## config.mk

```make
export PLATFORM = sky130hd
export DESIGN_NAME = round_robin_time_slice_scheduler
export DESIGN_NICKNAME = d
export VERILOG_FILES = /design/src/rrs_pkg.sv /design/src/round_robin_time_slice_scheduler.sv /design/src/rrs_classify.sv /design/src/rrs_queue.sv /design/src/rrs_exec.sv
export SDC_FILE = /design/constraint.sdc
export NUM_CORES = 1
export LEC_CHECK = 0
export ABC_AREA = 1
export BUFFER_PORTS_ARGS = -buffer_cell sky130_fd_sc_hd__buf_2
export CORE_MARGIN = 3
export CORE_UTILIZATION = 41
export DETAILED_ROUTE_END_ITERATION = 10
export PLACE_DENSITY_LB_ADDON = 0.2
export SLEW_MARGIN = 30
export SYNTH_ARGS = -nofsm -noshare
export SYNTH_HDL_FRONTEND = slang
export SYNTH_SLANG_ARGS = --single-unit
```

## constraint.sdc

```tcl
create_clock -name clk -period 6 [get_ports clk]
set_input_delay 0.9 -clock clk [delete_from_list [all_inputs] [get_ports clk]]
set_output_delay 0.9 -clock clk [all_outputs]
set_load 0.1 [all_outputs]
```

## src/rrs_pkg.sv

```systemverilog
package rrs_pkg;

  localparam int ID_W       = 4;
  localparam int BURST_W    = 16;
  localparam int TIME_W     = 32;
  localparam int QUANTUM_W  = 8;

  localparam int IN_DATA_W  = 24;
  localparam int OUT_DATA_W = 40;
  localparam int OUT_USER_W = 3;

  localparam int CFG_AW     = 3;
  localparam int CFG_DW     = 32;

  localparam logic [CFG_AW-1:0]    REG_QUANTUM_ADDR = 3'd0;
  localparam logic [QUANTUM_W-1:0] QUANTUM_RST      = 8'd2;

  localparam logic OP_TICK    = 1'b0;
  localparam logic OP_ARRIVAL = 1'b1;

  // One classified event as it travels from the front to the back.
  typedef struct packed {
    logic               arrival;
    logic [ID_W-1:0]    id;
    logic [BURST_W-1:0] work;
    logic               bad;
  } item_t;

  typedef struct packed {
    logic               running_valid;
    logic [ID_W-1:0]    running_id;
    logic               finished;
    logic [TIME_W-1:0]  finish_time;
    logic               rejected;
  } res_t;

endpackage

```

## src/round_robin_time_slice_scheduler.sv

```systemverilog
// Channel   Direction  Handshake            Payload
// in_       input      in_tvalid/in_tready  tuser: opcode; tdata: task_id, burst_length
// out_      output     out_tvalid/out_tready tuser: flags; tdata: running_id, finish_time
// cfg_      APB slave  psel/penable/pready  quantum at byte address 0
//
// In the back-end sequencer an arrival passes through ARRIVE, and a tick through
// SWITCH, then POP and LOAD if a task is dispatched, RUN, and WORK if one runs; the
// task-queue and work-memory reads are registered. A two-entry queue decouples
// input from the sequencer, and the result register holds one finished
// transaction; the next item waits in the queue until that register is free.
// Reset is synchronous; the task-queue and work memories need no clearing.
module round_robin_time_slice_scheduler
  import rrs_pkg::*;
#(
  parameter int MAX_TASKS = 16,
  parameter int WORK_BITS = 16
) (
  input  logic                  clk,
  input  logic                  rst_n,
  input  logic                  in_tvalid,
  output logic                  in_tready,
  input  logic [IN_DATA_W-1:0]  in_tdata,   // [3:0] task_id, [19:4] burst_length
  input  logic                  in_tuser,   // [0] opcode
  output logic                  out_tvalid,
  input  logic                  out_tready,
  output logic [OUT_DATA_W-1:0] out_tdata,  // [3:0] running_id, [35:4] finish_time
  output logic [OUT_USER_W-1:0] out_tuser,  // [0] running_valid, [1] finished, [2] rejected
  input  logic                  cfg_psel,
  input  logic                  cfg_penable,
  input  logic                  cfg_pwrite,
  input  logic [CFG_AW-1:0]     cfg_paddr,
  input  logic [CFG_DW-1:0]     cfg_pwdata,
  output logic [CFG_DW-1:0]     cfg_prdata,
  output logic                  cfg_pready
);

  logic [QUANTUM_W-1:0] quantum_r;
  item_t                cls_item;
  item_t                q_item;
  logic                 q_full;
  logic                 q_not_empty;
  logic                 q_pop;
  logic                 in_fire;
  res_t                 res;

  assign cfg_pready = 1'b1;
  assign cfg_prdata = (cfg_paddr == REG_QUANTUM_ADDR) ?
                      CFG_DW'(quantum_r) : '0;

  always_ff @(posedge clk) begin
    if (!rst_n) begin
      quantum_r <= QUANTUM_RST;
    end else if (cfg_psel && cfg_penable && cfg_pwrite && cfg_pready &&
                 (cfg_paddr == REG_QUANTUM_ADDR)) begin
      quantum_r <= cfg_pwdata[QUANTUM_W-1:0];
    end
  end

  assign in_tready = !q_full;
  assign in_fire   = in_tvalid && in_tready;

  rrs_classify #(
    .MAX_TASKS (MAX_TASKS),
    .WORK_BITS (WORK_BITS)
  ) u_classify (
    .opcode       (in_tuser),
    .task_id      (in_tdata[ID_W-1:0]),
    .burst_length (in_tdata[ID_W+BURST_W-1:ID_W]),
    .item         (cls_item)
  );

  rrs_queue u_queue (
    .clk       (clk),
    .rst_n     (rst_n),
    .push      (in_fire),
    .push_item (cls_item),
    .full      (q_full),
    .pop       (q_pop),
    .not_empty (q_not_empty),
    .pop_item  (q_item)
  );

  rrs_exec #(
    .MAX_TASKS (MAX_TASKS),
    .WORK_BITS (WORK_BITS)
  ) u_exec (
    .clk        (clk),
    .rst_n      (rst_n),
    .quantum    (quantum_r),
    .item_valid (q_not_empty),
    .item       (q_item),
    .item_pop   (q_pop),
    .out_valid  (out_tvalid),
    .out_ready  (out_tready),
    .out_res    (res)
  );

  assign out_tdata = {4'b0000, res.finish_time, res.running_id};
  assign out_tuser = {res.rejected, res.finished, res.running_valid};

endmodule

```

## src/rrs_classify.sv

```systemverilog
module rrs_classify
  import rrs_pkg::*;
#(
  parameter int MAX_TASKS = 16,
  parameter int WORK_BITS = 16
) (
  input  logic               opcode,
  input  logic [ID_W-1:0]    task_id,
  input  logic [BURST_W-1:0] burst_length,
  output item_t              item
);

  localparam logic [BURST_W-1:0] WORK_MAX16 =
    (WORK_BITS >= BURST_W) ? {BURST_W{1'b1}} : BURST_W'((1 << WORK_BITS) - 1);

  logic id_range_bad;

  assign id_range_bad = (32'(task_id) >= MAX_TASKS);

  always_comb begin
    item.arrival = (opcode == OP_ARRIVAL);
    item.id      = task_id;
    // Bursts that do not fit the work counter saturate.
    item.work    = (burst_length > WORK_MAX16) ? WORK_MAX16 : burst_length;
    item.bad     = (burst_length == '0) || id_range_bad;
  end

endmodule

```

## src/rrs_queue.sv

```systemverilog
module rrs_queue
  import rrs_pkg::*;
(
  input  logic  clk,
  input  logic  rst_n,
  input  logic  push,
  input  item_t push_item,
  output logic  full,
  input  logic  pop,
  output logic  not_empty,
  output item_t pop_item
);

  item_t      mem_r [2];
  logic       wr_ptr_r;
  logic       rd_ptr_r;
  logic [1:0] count_r;

  assign full      = (count_r == 2'd2);
  assign not_empty = (count_r != 2'd0);
  assign pop_item  = mem_r[rd_ptr_r];

  always_ff @(posedge clk) begin
    if (push) begin
      mem_r[wr_ptr_r] <= push_item;
    end
  end

  always_ff @(posedge clk) begin
    if (!rst_n) begin
      wr_ptr_r <= 1'b0;
      rd_ptr_r <= 1'b0;
      count_r  <= 2'd0;
    end else begin
      if (push) begin
        wr_ptr_r <= ~wr_ptr_r;
      end
      if (pop) begin
        rd_ptr_r <= ~rd_ptr_r;
      end
      case ({push, pop})
        2'b10:   count_r <= count_r + 2'd1;
        2'b01:   count_r <= count_r - 2'd1;
        default: count_r <= count_r;
      endcase
    end
  end

endmodule

```

## src/rrs_exec.sv

```systemverilog
module rrs_exec
  import rrs_pkg::*;
#(
  parameter int MAX_TASKS = 16,
  parameter int WORK_BITS = 16
) (
  input  logic                 clk,
  input  logic                 rst_n,
  input  logic [QUANTUM_W-1:0] quantum,
  input  logic                 item_valid,
  input  item_t                item,
  output logic                 item_pop,
  output logic                 out_valid,
  input  logic                 out_ready,
  output res_t                 out_res
);

  localparam int IDX_W = $clog2(MAX_TASKS);
  localparam int CNT_W = $clog2(MAX_TASKS + 1);
  localparam logic [CNT_W-1:0] CNT_MAX = CNT_W'(MAX_TASKS);

  typedef enum logic [2:0] {
    S_IDLE,
    S_ARRIVE,
    S_SWITCH,
    S_POP,
    S_LOAD,
    S_RUN,
    S_WORK
  } state_t;

  state_t                 state_r;
  item_t                  item_r;
  logic [IDX_W-1:0]       head_r;
  logic [CNT_W-1:0]       cnt_r;
  logic [MAX_TASKS-1:0]   active_r;
  logic [IDX_W-1:0]       cur_r;
  logic                   cur_valid_r;
  logic [QUANTUM_W-1:0]   slice_r;
  logic [TIME_W-1:0]      time_r;
  logic                   out_valid_r;
  res_t                   res_r;

  logic [IDX_W-1:0]       fifo_mem [MAX_TASKS];
  logic [WORK_BITS-1:0]   work_mem [MAX_TASKS];
  logic [IDX_W-1:0]       fifo_q_r;
  logic [WORK_BITS-1:0]   work_q_r;

  logic [IDX_W-1:0]       aid;
  logic                   arrive_ok;
  logic                   do_switch;
  logic [CNT_W:0]         tail_sum;
  logic [IDX_W-1:0]       tail;
  logic [IDX_W-1:0]       head_nxt;
  logic [WORK_BITS-1:0]   work_nxt;
  logic                   fifo_we;
  logic [IDX_W-1:0]       fifo_wdata;
  logic                   work_we;
  logic [IDX_W-1:0]       work_waddr;
  logic [WORK_BITS-1:0]   work_wdata;
  logic                   out_free;

  assign out_free  = !out_valid_r || out_ready;
  assign item_pop  = (state_r == S_IDLE) && item_valid && out_free;
  assign out_valid = out_valid_r;
  assign out_res   = res_r;

  assign aid       = IDX_W'(item_r.id);
  assign arrive_ok = !(item_r.bad || active_r[aid] || (cnt_r >= CNT_MAX));
  assign do_switch = !cur_valid_r || (slice_r >= quantum);

  // Tail pointer is head plus count, wrapped at the queue depth.
  assign tail_sum = (CNT_W + 1)'(head_r) + (CNT_W + 1)'(cnt_r);
  assign tail     = (tail_sum >= (CNT_W + 1)'(MAX_TASKS)) ?
                    IDX_W'(tail_sum - (CNT_W + 1)'(MAX_TASKS)) : IDX_W'(tail_sum);
  assign head_nxt = (head_r == IDX_W'(MAX_TASKS - 1)) ? '0 : head_r + IDX_W'(1);
  assign work_nxt = (work_q_r != '0) ? work_q_r - WORK_BITS'(1) : '0;

  always_comb begin
    fifo_we    = ((state_r == S_ARRIVE) && arrive_ok) ||
                 ((state_r == S_SWITCH) && do_switch && cur_valid_r);
    fifo_wdata = (state_r == S_ARRIVE) ? aid : cur_r;
    work_we    = ((state_r == S_ARRIVE) && arrive_ok) || (state_r == S_WORK);
    work_waddr = (state_r == S_ARRIVE) ? aid : cur_r;
    work_wdata = (state_r == S_ARRIVE) ? WORK_BITS'(item_r.work) : work_nxt;
  end

  always_ff @(posedge clk) begin
    if (fifo_we) begin
      fifo_mem[tail] <= fifo_wdata;
    end
    if (state_r == S_POP) begin
      fifo_q_r <= fifo_mem[head_r];
    end
  end

  always_ff @(posedge clk) begin
    if (work_we) begin
      work_mem[work_waddr] <= work_wdata;
    end
    if (state_r == S_RUN) begin
      work_q_r <= work_mem[cur_r];
    end
  end

  always_ff @(posedge clk) begin
    if (!rst_n) begin
      state_r     <= S_IDLE;
      head_r      <= '0;
      cnt_r       <= '0;
      active_r    <= '0;
      cur_r       <= '0;
      cur_valid_r <= 1'b0;
      slice_r     <= '0;
      time_r      <= '0;
      out_valid_r <= 1'b0;
    end else begin
      if (out_valid_r && out_ready) begin
        out_valid_r <= 1'b0;
      end
      unique case (state_r)
        S_IDLE: begin
          if (item_pop) begin
            item_r  <= item;
            state_r <= item.arrival ? S_ARRIVE : S_SWITCH;
          end
        end
        S_ARRIVE: begin
          if (arrive_ok) begin
            active_r[aid] <= 1'b1;
            cnt_r         <= cnt_r + CNT_W'(1);
          end
          res_r.running_valid <= 1'b0;
          res_r.running_id    <= '0;
          res_r.finished      <= 1'b0;
          res_r.finish_time   <= time_r;
          res_r.rejected      <= !arrive_ok;
          out_valid_r         <= 1'b1;
          state_r             <= S_IDLE;
        end
        S_SWITCH: begin
          if (do_switch) begin
            // A preempted task goes behind everything already queued.
            if (cur_valid_r) begin
              cnt_r       <= cnt_r + CNT_W'(1);
              cur_valid_r <= 1'b0;
            end
            state_r <= (cur_valid_r || (cnt_r != '0)) ? S_POP : S_RUN;
          end else begin
            state_r <= S_RUN;
          end
        end
        S_POP: begin
          head_r  <= head_nxt;
          cnt_r   <= cnt_r - CNT_W'(1);
          state_r <= S_LOAD;
        end
        S_LOAD: begin
          cur_r       <= fifo_q_r;
          cur_valid_r <= 1'b1;
          slice_r     <= '0;
          state_r     <= S_RUN;
        end
        S_RUN: begin
          time_r <= time_r + TIME_W'(1);
          if (cur_valid_r) begin
            state_r <= S_WORK;
          end else begin
            res_r.running_valid <= 1'b0;
            res_r.running_id    <= '0;
            res_r.finished      <= 1'b0;
            res_r.finish_time   <= time_r + TIME_W'(1);
            res_r.rejected      <= 1'b0;
            out_valid_r         <= 1'b1;
            state_r             <= S_IDLE;
          end
        end
        S_WORK: begin
          res_r.running_valid <= 1'b1;
          res_r.running_id    <= ID_W'(cur_r);
          res_r.finished      <= (work_nxt == '0);
          res_r.finish_time   <= time_r;
          res_r.rejected      <= 1'b0;
          out_valid_r         <= 1'b1;
          if (work_nxt == '0) begin
            active_r[cur_r] <= 1'b0;
            cur_valid_r     <= 1'b0;
            slice_r         <= '0;
          end else begin
            slice_r <= slice_r + QUANTUM_W'(1);
          end
          state_r <= S_IDLE;
        end
        default: state_r <= S_IDLE;
      endcase
    end
  end

endmodule

```

# Word level (Yosys, flattened, before mapping)
# Memory sizes are Yosys's and may differ from the RTL's. A register that Yosys moved wholly into a read port is not among the register bits.
# Index checks and enable logic that the tools add are counted.
# totals
regBits	146
latch_bits	0
mem_bits_rw	364
rom_bits	0
inputBits	67
wordCells	150
mem_count	3
# mem_list
name	depth	word_bits	read_ports	rd_ports_with_merged_regs	wr	line_no	source
u_exec.work_mem	16	16	1	1	1	rrs_exec.sv:45	logic [WORK_BITS-1:0] work_mem [MAX_TASKS];
u_exec.fifo_mem	16	4	1	1	1	rrs_exec.sv:44	logic [IDX_W-1:0] fifo_mem [MAX_TASKS];
u_queue.mem_r	2	22	1	1	1	rrs_queue.sv:14	item_t mem_r [2];
# classes
add_sub_neg	10
mul	0
div_mod_pow	0
magnitude_cmp	8
eq_ne	16
shifts	0
muxes	45
bitwise	5
reduce_logical	42
# ops
op	n
$pmux W39 S3	1
$mux W16	5
$mux W39	1
$add A32 B1 Y32 const B	1
$logic_not A16 Y1	2
$pmux W16 S2	1
$and A16 B16 Y16	1
$gt A16 B16 Y1 const B	1
$mux W8	2
$not A16 Y16	1
$or A16 B16 Y16	1
$pmux W8 S2	1
$reduce_bool A16 Y1	1
$sub A16 B1 Y16 const B	1
$mux W1	15
$mux W5	3
$pmux W3 S5	1
$pmux W5 S3	1
$logic_and A1 B1 Y1	12
$mux W3	4
$mux W4	3
$reduce_and A3 Y1	4
$lt A4 B5 Y1 const B	2
$eq A3 B3 Y1 const B	3
34 further kinds	58

# Longest topological paths before layout
# Gate-level depths: netlist (run 1).
# depth
depth_word	9
mapped_depth	15

# Cells and area by module
# From an unflattened synthesis (run 1), not the netlist that was laid out.
# unflattened
cells_unflattened	1984
hier_area_um2	22633.0
# modules_own_cells
mod	n_inst	cells_per_inst	area_each_um2	seq_area_each_um2
rrs_exec	1	1727	19880.3	13492.9
rrs_queue	1	103	1818.0	1421.4
round_robin_time_slice_scheduler	1	106	673.1	160.2
rrs_classify	1	48	261.5	0.0

# Worst setup path after synthesis (run 1)
# Ideal clock, no wire load.
# synth_timing
path_type	reg-to-reg
from	reg u_exec.state_r[2]
to	reg u_exec.res_r, in the netlist u_exec.out_res[0], enable pin
setup_ps	494
arrival_time_ps	4124
setup_slack_ps	1382
path_stages_with_launch	8
n_path_buf	1
period_less_slack_ps	4618
path_cell_list	dfxtp_1 > inv_1 > nor2_1 > inv_1 > nor2_4 > inv_1 > clkbuf_1 > a211oi_1
# synth_via
elab_chain_cells	3
elab_cells_between_ends	6
# synth_rtl
element	line_no	source
from (decl)	rrs_exec.sv:32	state_t state_r;
from (signal assigned)	rrs_exec.sv:125	state_r <= item.arrival ? S_ARRIVE : S_SWITCH;
from (signal assigned)	rrs_exec.sv:148	state_r <= (cur_valid_r || (cnt_r != '0)) ? S_POP : S_RUN;
$eq A3 B3 Y1 or $eq A3 B1 Y1 (tied branches)	rrs_exec.sv:121	unique case (state_r)
$ne A2 B2 Y1 (no line) or $reduce_bool A3 Y1 (tied branches)	-	
$reduce_and A3 Y1 (no line) (*)	-	
to (decl)	rrs_exec.sv:42	res_t res_r;
# Mark *: on every way between the ends. The rest lies on a longest branch, timed or not.
# A chain may end at the register's enable or synchronous reset.

# Final worst setup path (run 1)
# layout_timing
from	reg u_exec.state_r[2]
to	mem u_exec.work_mem[11][9], enable pin
# layout_via
elab_chain_cells	5
elab_cells_between_ends	7
# layout_rtl
element	line_no	source
$eq A3 B1 Y1	rrs_exec.sv:83, rrs_exec.sv:84	
$logic_and A1 B1 Y1	rrs_exec.sv:83	work_we = ((state_r == S_ARRIVE) && arrive_ok) || (state_r == S_WORK);
$logic_or A1 B1 Y1	rrs_exec.sv:83	
$mux W1	rrs_exec.sv:98	if (work_we) begin
$mux W1 (implied by the code)	rrs_exec.sv:99	work_mem[work_waddr] <= work_wdata;
to (decl)	rrs_exec.sv:45	
# Several ways; a longest one is shown, not always the timed one.

==> tab_implementation.tex, run 1 <==
\begin{tabular}{lr}
\hline
Metric & Value \\
\hline
\multicolumn{2}{l}{\textbf{Status}} \\
Run status & complete, no violations \\
\multicolumn{2}{l}{\textbf{Hold path}} \\
Worst hold path class & reg2reg \\
\multicolumn{2}{l}{\textbf{Global route}} \\
Largest net degree at the start of global routing & 69 \\
Global-route wire length before repair & 79.6 mm \\
Vias in the first global route & 14138 \\
Number of antenna violations at the first check in global routing & 0 \\
Sum of overflow across all layers after global routing & 0 \\
All-layer global routing usage & 17.9\% \\
\multicolumn{2}{l}{\textbf{STA}} \\
Setup repair after global routing missed its margin & false \\
Final worst-path setup slack & 2.02 ns \\
Fin. Hold Viols & 0 \\
Sum Neg Setup Slack & 0 ns \\
Final number of setup-violating endpoints & 0 \\
Worst setup skew after layout & 0.00984 ns \\
Final clock period utilization by the worst path & 66.4\% \\
Worst Tran Pin Value & 1.01 ns \\
Max-slew headroom & 32.5\% \\
Final max-slew violation count & 0 \\
Max Clock Freq & 251 MHz \\
Post-route worst hold slack & 0.485 ns \\
Period minus WS final & 3.98 ns \\
\multicolumn{2}{l}{\textbf{Worst setup path}} \\
Cell seen most often among critical-path stages & sky130\_fd\_sc\_hd\_\_inv\_1 \\
Cell chain of the critical path & inv\_1 -> nor2\_1 -> inv\_1 -> nor2\_4 -> inv\_1 -> nand2\_2 -> nand3\_1 -> nor2\_2 \\
CP startpoint kind & flip-flop \\
Largest stage delay on the critical path & 0.82 ns \\
Kind of end point of the critical path & flip-flop \\
Crit path max fanout & 36 \\
Slowest library cell on the worst path & sky130\_fd\_sc\_hd\_\_nor2\_2 \\
Critical path class & reg2reg \\
CP Data Required Time & 6.22 ns \\
Count of buffer and inverter cells on the critical path & 3 \\
Data arrival time of the critical path & 4.20 ns \\
CP top delay family & simple AND/OR/NAND/NOR gates \\
\multicolumn{2}{l}{\textbf{Final layout}} \\
Leading cell type in the layout, fill and taps excluded & sky130\_fd\_sc\_hd\_\_edfxtp\_1 \\
Area occupied by multi-input gates & 6270 um\^{}2 \\
Sequential standard cell area & 15100 um\^{}2 \\
Most used cells in the layout excluding fill and tap cells & sky130\_fd\_sc\_hd\_\_edfxtp\_1, sky130\_fd\_sc\_hd\_\_nand2\_1, sky130\_fd\_sc\_hd\_\_nor2\_1 \\
Summed area of non-filler cells in the final layout & 25000 um\^{}2 \\
Number of inserted diodes & 0 \\
Final Net Count & 2047 \\
Fraction of layout instances using a drive strength above 1 & 12.9\% \\
Util after Layout & 47.2\% \\
Fin cells & 2685 \\
Area Overhead vs Synth & 12.9\% \\
Number of fill cells in the layout & 4780 \\
\multicolumn{2}{l}{\textbf{Synth}} \\
Netlist area before placement & 22100 um\^{}2 \\
Total of warnings raised by yosys & 0 \\
Count of different cell masters after synthesis & 51 \\
Average instance area after synthesis & 11.9 um\^{}2 \\
Number of enable flip-flop cells after synthesis & 444 \\
Post-synth ARST share & 0\% \\
Synthesized netlist cell count & 1863 \\
Seq/Total Area, Yosys & 68.1\% \\
Most used flip-flop cell after synthesis & sky130\_fd\_sc\_hd\_\_edfxtp\_1 \\
FF+latch count, synth & 531 \\
\multicolumn{2}{l}{\textbf{Floorplan}} \\
Starting Density & 41.8\% \\
Die outline height & 238 um \\
Number of ports placed on the die boundary & 145 \\
Core box area & 53000 um\^{}2 \\
Total Die Area & 56800 um\^{}2 \\
Number of cell rows & 84 \\
DIE WIDTH & 238 um \\
\multicolumn{2}{l}{\textbf{Routing}} \\
Residual DRC & 0 \\
Pre-antenna DRT Iters & 5 \\
Avg Vias per Cell & 5.31 \\
Vias & 14257 \\
Per-cell routed wire length & 19.1 um \\
Post-detailed-route count of antenna-violating nets & 0 \\
Drt total wl & 51.2 mm \\
Initial DRC count & 1008 \\
\multicolumn{2}{l}{\textbf{Place}} \\
IO Port Bufs & 87 \\
Cell count after placement & 2591 \\
Place WS & 2.04 ns \\
Routability cong. & 0.868 \\
Placed cell area & 23400 um\^{}2 \\
HPWL after detailed placement & 32.9 mm \\
\multicolumn{2}{l}{\textbf{Pwr}} \\
Static leakage & 8.73 nW \\
Maximum ir drop on the vdd rail & 0.248 mV \\
Total power draw & 10.5 mW \\
Cell Pwr Density & 419 nW/um\^{}2 \\
\multicolumn{2}{l}{\textbf{Clocking}} \\
Htree depth & 2 \\
Insertion delay of the later-clocked pin in the worst-skew pair & 0.60 ns \\
Master cell of the clock root buffer & sky130\_fd\_sc\_hd\_\_clkbuf\_16 \\
Max clock buf depth & 3 \\
Post-CTS setup repair buffer count & 0 \\
\# resized after CTS & 0 \\
Number of sinks on the clock net & 531 \\
Cts bufs inserted & 54 \\
CTS tree & yes \\
Clock-pin transition on the worst setup and hold timing paths & 0.06 ns \\
Post-CTS Hold Buffers & 0 \\
\multicolumn{2}{l}{\textbf{Job}} \\
MaxCap Viol Count & 0 \\
\hline
\end{tabular}
final timing paths:
| check | start | to | slack, ns | depth (start not counted) |
|---|---|---|---|---|
| min reg2reg | u_exec.active_r[6] | u_exec.active_r[6] | 0.49 | 2 |
| min | u_exec.active_r[6] | u_exec.active_r[6] | 0.49 | 2 |
| max reg2reg | u_exec.state_r[2] | u_exec.work_mem[11][9] | 2.02 | 8 |
| max | u_exec.state_r[2] | u_exec.work_mem[11][9] | 2.02 | 8 |
state kept, by name, summed over array words and instances, names as in the netlist, 8 cells and up, named ones only:
name / flops
u_exec.work_mem: 256
u_exec.fifo_mem: 64
u_queue.mem_r: 44
u_exec.out_res: 39
u_exec.time_r: 32
u_exec.item_r: 17
u_exec.active_r: 16
u_exec.work_q_r: 16
quantum_r: 8
u_exec.slice_r: 8
worst register-to-register path, stage by stage, from the launching register on:
cell,delay [ns]
sky130_fd_sc_hd__dfxtp_1,0.41
sky130_fd_sc_hd__inv_1,0.08
sky130_fd_sc_hd__nor2_1,0.23
sky130_fd_sc_hd__inv_1,0.21
sky130_fd_sc_hd__nor2_4,0.44
sky130_fd_sc_hd__inv_1,0.38
sky130_fd_sc_hd__nand2_2,0.60
sky130_fd_sc_hd__nand3_1,0.43
sky130_fd_sc_hd__nor2_2,0.82
Yosys cell counts, types with 2 or more instances:
cell type / number / area [um^2]
sky130_fd_sc_hd__nor3_1: 35 / 175
sky130_fd_sc_hd__nand3_1: 79 / 395
sky130_fd_sc_hd__buf_1: 4 / 15.0
sky130_fd_sc_hd__edfxtp_1: 444 / 13300
sky130_fd_sc_hd__clkbuf_1: 61 / 229
sky130_fd_sc_hd__nand2_2: 3 / 18.8
sky130_fd_sc_hd__nor2_4: 4 / 45.0
sky130_fd_sc_hd__o21ai_0: 84 / 420
sky130_fd_sc_hd__inv_1: 143 / 537
sky130_fd_sc_hd__xor2_1: 14 / 123
sky130_fd_sc_hd__inv_2: 3 / 11.3
sky130_fd_sc_hd__a211oi_1: 2 / 15.0
sky130_fd_sc_hd__nor4_1: 9 / 56.3
sky130_fd_sc_hd__dfxtp_1: 87 / 1740
sky130_fd_sc_hd__nor2_1: 238 / 893
sky130_fd_sc_hd__buf_6: 4 / 45.0
sky130_fd_sc_hd__a21oi_1: 96 / 480
sky130_fd_sc_hd__xnor2_1: 7 / 61.3
sky130_fd_sc_hd__a2111o_1: 16 / 180
sky130_fd_sc_hd__o22ai_1: 10 / 62.6
sky130_fd_sc_hd__nor3b_1: 3 / 22.5
sky130_fd_sc_hd__conb_1: 2 / 7.51
sky130_fd_sc_hd__o221ai_1: 8 / 70.1
sky130_fd_sc_hd__nand2_1: 222 / 833
sky130_fd_sc_hd__ha_1: 19 / 238
sky130_fd_sc_hd__or2_2: 4 / 25.0
sky130_fd_sc_hd__a21boi_0: 32 / 240
sky130_fd_sc_hd__a22oi_1: 132 / 991
sky130_fd_sc_hd__o21bai_1: 3 / 22.5
sky130_fd_sc_hd__mux2_2: 21 / 236
sky130_fd_sc_hd__a2bb2oi_1: 11 / 96.3
sky130_fd_sc_hd__fa_1: 2 / 40.0
sky130_fd_sc_hd__nand3_2: 2 / 20.0
sky130_fd_sc_hd__buf_4: 29 / 218
sky130_fd_sc_hd__nand4_1: 13 / 81.3
sky130_fd_sc_hd__nand2_4: 2 / 22.5
layer usage:
| metal | vias to the layer above | GRT usage, % | share of wire [%] |
|---|---|---|---|
| li1 | 6885 | - | - |
| met1 | 6963 | 23.9 | 44 |
| met2 | 330 | 30.7 | 50 |
| met3 | 79 | 2.77 | 4.1 |
| met4 | 0 | 4.75 | 2.2 |
| met5 | - | 0 | 0 |
layout make-up:
cell class	instances	area share, %
Clock buffer	67	5.85
Clock inverter	27	0.596
Inverter	147	2.21
Multi-Input combinational cell	1113	25.1
Sequential cell	531	60.3
Tap cell	688	3.44
Timing Repair Buffer	112	2.49
report_power, final:
group          total (mW)  internal (mW)  switching [mW]  leakage [nW]
logic                2.59          0.692            1.90          3.18
clock network        3.11           1.75            1.35         0.796
registers            4.77           4.62           0.152          4.75
logic make-up (layout without fill, tap and decap cells):
logic type	Yosys count	in the layout	synth area share, %
xor gates and xnor gates	21	21	0.831
adders and majority gates	21	21	1.26
muxes	22	22	1.11
and+or+nand+nor	622	622	12.0
AOI/OAI and AO/OA	398	398	11.8
buffers and inverters	246	353	4.81
other	2	29	0.0339
DFF	531	531	68.1
(Power assumes the default switching activity.)
==> run 2: changes to the inputs <==
==> constraint.sdc (replaced) <==
create_clock -name clk -period 3.45 [get_ports clk]
set_input_delay 0.5175 -clock clk [delete_from_list [all_inputs] [get_ports clk]]
set_output_delay 0.5175 -clock clk [all_outputs]
set_load 0.1 [all_outputs]
==> run 2 against run 1 <==
Effect of this change: clock power grew 85%; design area grew 1.2%; non-clock buffer count grew 31; critical path depth grew 5; worst hold slack lost 0.37 ns; core utilization grew 0.59 points; register-to-register slack lost 1.4 ns; global-route usage grew 0.26 points; first-iteration DRC count grew 13%; clock skew grew 0.0076 ns; sequential share of layout area shrank 0.74 points; highest routed layer unchanged.
==> tab_implementation.tex, run 2 (synthesized netlist as in run 1, its figures left out) <==
\begin{tabular}{lr}
\hline
Metric & Value \\
\hline
\multicolumn{2}{l}{\textbf{Final layout}} \\
Most used cells in the layout excluding fill and tap cells & sky130\_fd\_sc\_hd\_\_edfxtp\_1, sky130\_fd\_sc\_hd\_\_nand2\_1, sky130\_fd\_sc\_hd\_\_nor2\_1 \\
Area Overhead vs Synth & 14.3\% \\
Number of flip-flops in the largest register & 256 \\
Number of inserted diodes & 0 \\
Util after Layout & 47.8\% \\
Final Net Count & 2076 \\
Largest registers & u\_exec.work\_mem x256, u\_exec.fifo\_mem x64, u\_queue.mem\_r x44 \\
Reg with most FFs & u\_exec.work\_mem \\
Leading cell type in the layout, fill and taps excluded & sky130\_fd\_sc\_hd\_\_edfxtp\_1 \\
Fraction of layout instances using a drive strength above 1 & 14.1\% \\
\multicolumn{2}{l}{\textbf{STA}} \\
Sum Neg Setup Slack & 0 ns \\
Worst Tran Pin Value & 0.899 ns \\
Final clock period utilization by the worst path & 83.4\% \\
Post-route worst hold slack & 0.119 ns \\
Period minus WS final & 2.88 ns \\
Setup repair after global routing missed its margin & false \\
Final max-slew violation count & 0 \\
Worst setup skew after layout & 0.0175 ns \\
Final number of setup-violating endpoints & 0 \\
Max Clock Freq & 347 MHz \\
Fin. Hold Viols & 0 \\
Max-slew headroom & 40.0\% \\
\multicolumn{2}{l}{\textbf{Worst setup path}} \\
CP Data Required Time & 3.93 ns \\
Critical path class & reg2reg \\
Timing endpoint of the critical path & u\_exec.slice\_r[5] \\
Kind of end point of the critical path & flip-flop \\
Data arrival time of the critical path & 3.36 ns \\
Reg2reg end & u\_exec.slice\_r[5] \\
Crit path from & u\_exec.work\_q\_r[0] \\
Worst setup slack for register-to-register paths & 0.57 ns \\
CP startpoint kind & flip-flop \\
Crit path max fanout & 35 \\
Worst-case reg-to-reg path depth & 13 \\
Launching point of the worst reg2reg path & u\_exec.work\_q\_r[0] \\
\multicolumn{2}{l}{\textbf{Floorplan}} \\
Die outline height & 238 um \\
Starting Density & 41.8\% \\
DIE WIDTH & 238 um \\
Core box area & 53000 um\^{}2 \\
Number of cell rows & 84 \\
Total Die Area & 56800 um\^{}2 \\
Number of ports placed on the die boundary & 145 \\
\multicolumn{2}{l}{\textbf{Place}} \\
HPWL after detailed placement & 32.0 mm \\
Routability cong. & 0.878 \\
IO Port Bufs & 87 \\
\multicolumn{2}{l}{\textbf{Clocking}} \\
Insertion delay of the later-clocked pin in the worst-skew pair & 0.60 ns \\
CTS tree & yes \\
Master cell of the clock root buffer & sky130\_fd\_sc\_hd\_\_clkbuf\_16 \\
Cts bufs inserted & 52 \\
Clock-pin transition on the worst setup and hold timing paths & 0.06 ns \\
Number of sinks on the clock net & 531 \\
\# resized after CTS & 0 \\
Post-CTS setup repair buffer count & 0 \\
Post-CTS Hold Buffers & 0 \\
Htree depth & 2 \\
Max clock buf depth & 3 \\
\multicolumn{2}{l}{\textbf{Routing}} \\
Avg Vias per Cell & 5.30 \\
Vias & 14407 \\
Initial DRC count & 1140 \\
Per-cell routed wire length & 19.0 um \\
Pre-antenna DRT Iters & 6 \\
Post-detailed-route count of antenna-violating nets & 0 \\
Residual DRC & 0 \\
Drt total wl & 51.8 mm \\
\multicolumn{2}{l}{\textbf{Pwr}} \\
Cell Pwr Density & 734 nW/um\^{}2 \\
Maximum ir drop on the vdd rail & 0.466 mV \\
Static leakage & 8.95 nW \\
\multicolumn{2}{l}{\textbf{Global route}} \\
Number of antenna violations at the first check in global routing & 0 \\
All-layer global routing usage & 18.2\% \\
Largest net degree at the start of global routing & 69 \\
Global-route wire length before repair & 79.9 mm \\
Sum of overflow across all layers after global routing & 0 \\
Vias in the first global route & 14062 \\
\multicolumn{2}{l}{\textbf{Status}} \\
Run status & complete, no violations \\
\multicolumn{2}{l}{\textbf{Job}} \\
MaxCap Viol Count & 0 \\
\multicolumn{2}{l}{\textbf{Hold path}} \\
Worst hold path class & in2reg \\
\hline
\end{tabular}
-- run 2: changes by cell type in the layout (fill, tap and decap cells not counted), sizes merged --
cell / previous run / this run
clkinv: 26 / 15
bufinv: 1 / 5
buf: 112 / 143
clkbuf: 67 / 77
-- run 2: final cells by class --
| type | count | area [um^2] |
|---|---|---|
| Inverter | 147 | 552 |
| Timing Repair Buffer | 143 | 893 |
| Sequential cell | 531 | 15100 |
| Clock inverter | 20 | 260 |
| Fill cell | 4764 | 27700 |
| Multi-Input combinational cell | 1113 | 6190 |
| Tap cell | 688 | 861 |
| Clock buffer | 77 | 1480 |
-- run 2: worst max-delay path, cell delays in order (launching register included) --
cell	delay, ns
sky130_fd_sc_hd__edfxtp_1	0.35
sky130_fd_sc_hd__inv_1	0.16
sky130_fd_sc_hd__ha_1	0.25
sky130_fd_sc_hd__nand2_2	0.13
sky130_fd_sc_hd__nor2_4	0.22
sky130_fd_sc_hd__nand2_4	0.16
sky130_fd_sc_hd__nand3_1	0.14
sky130_fd_sc_hd__nand2_1	0.06
sky130_fd_sc_hd__nor2_1	0.24
sky130_fd_sc_hd__nand3_2	0.28
sky130_fd_sc_hd__nand2_4	0.38
sky130_fd_sc_hd__nand2_1	0.09
sky130_fd_sc_hd__nand2_1	0.20
sky130_fd_sc_hd__nor2_1	0.08
-- run 2: layer usage --
metal	up-vias	wire length, um	GRT usage (%)
li1	6925	-	-
met5	-	0	0
met3	95	2630	2.67
met2	427	24000	29.0
met4	0	1580	6.34
met1	6960	23500	25.6
-- run 2: power by group --
group | internal, mW | switching, mW
logic | 1.30 | 3.29
clock network | 3.35 | 2.40
registers | 8.02 | 0.230
-- run 2: worst min path at each step --
stage,startpoint,cells after the start,to
after floorplan,quantum_r[0],2,quantum_r[0]
after global placement,u_exec.active_r[5],2,u_exec.active_r[5]
after detailed placement,quantum_r[0],2,quantum_r[0]
after CTS,in_tdata[18],1,u_queue.mem_r[1][15]
after global routing,in_tuser,1,u_queue.mem_r[1][21]
final,in_tdata[10],1,u_queue.mem_r[1][7]
-- run 2: stage by stage --
stage / std cells / area [um^2] / setup slack, ns / power, mW
finish: 2719 / 25300 / 0.572 / 18.6
global route: 2719 / 25300 / 0.246 / 19.5
CTS: 2719 / 25300 / 0.551 / 18.8
detailed placement: 2622 / 23600 / 0.635 / 13.0
global placement: 2622 / 23600 / 0.705 / 12.9
floorplan: 1890 / 22200 / 0.0872 / 11.4
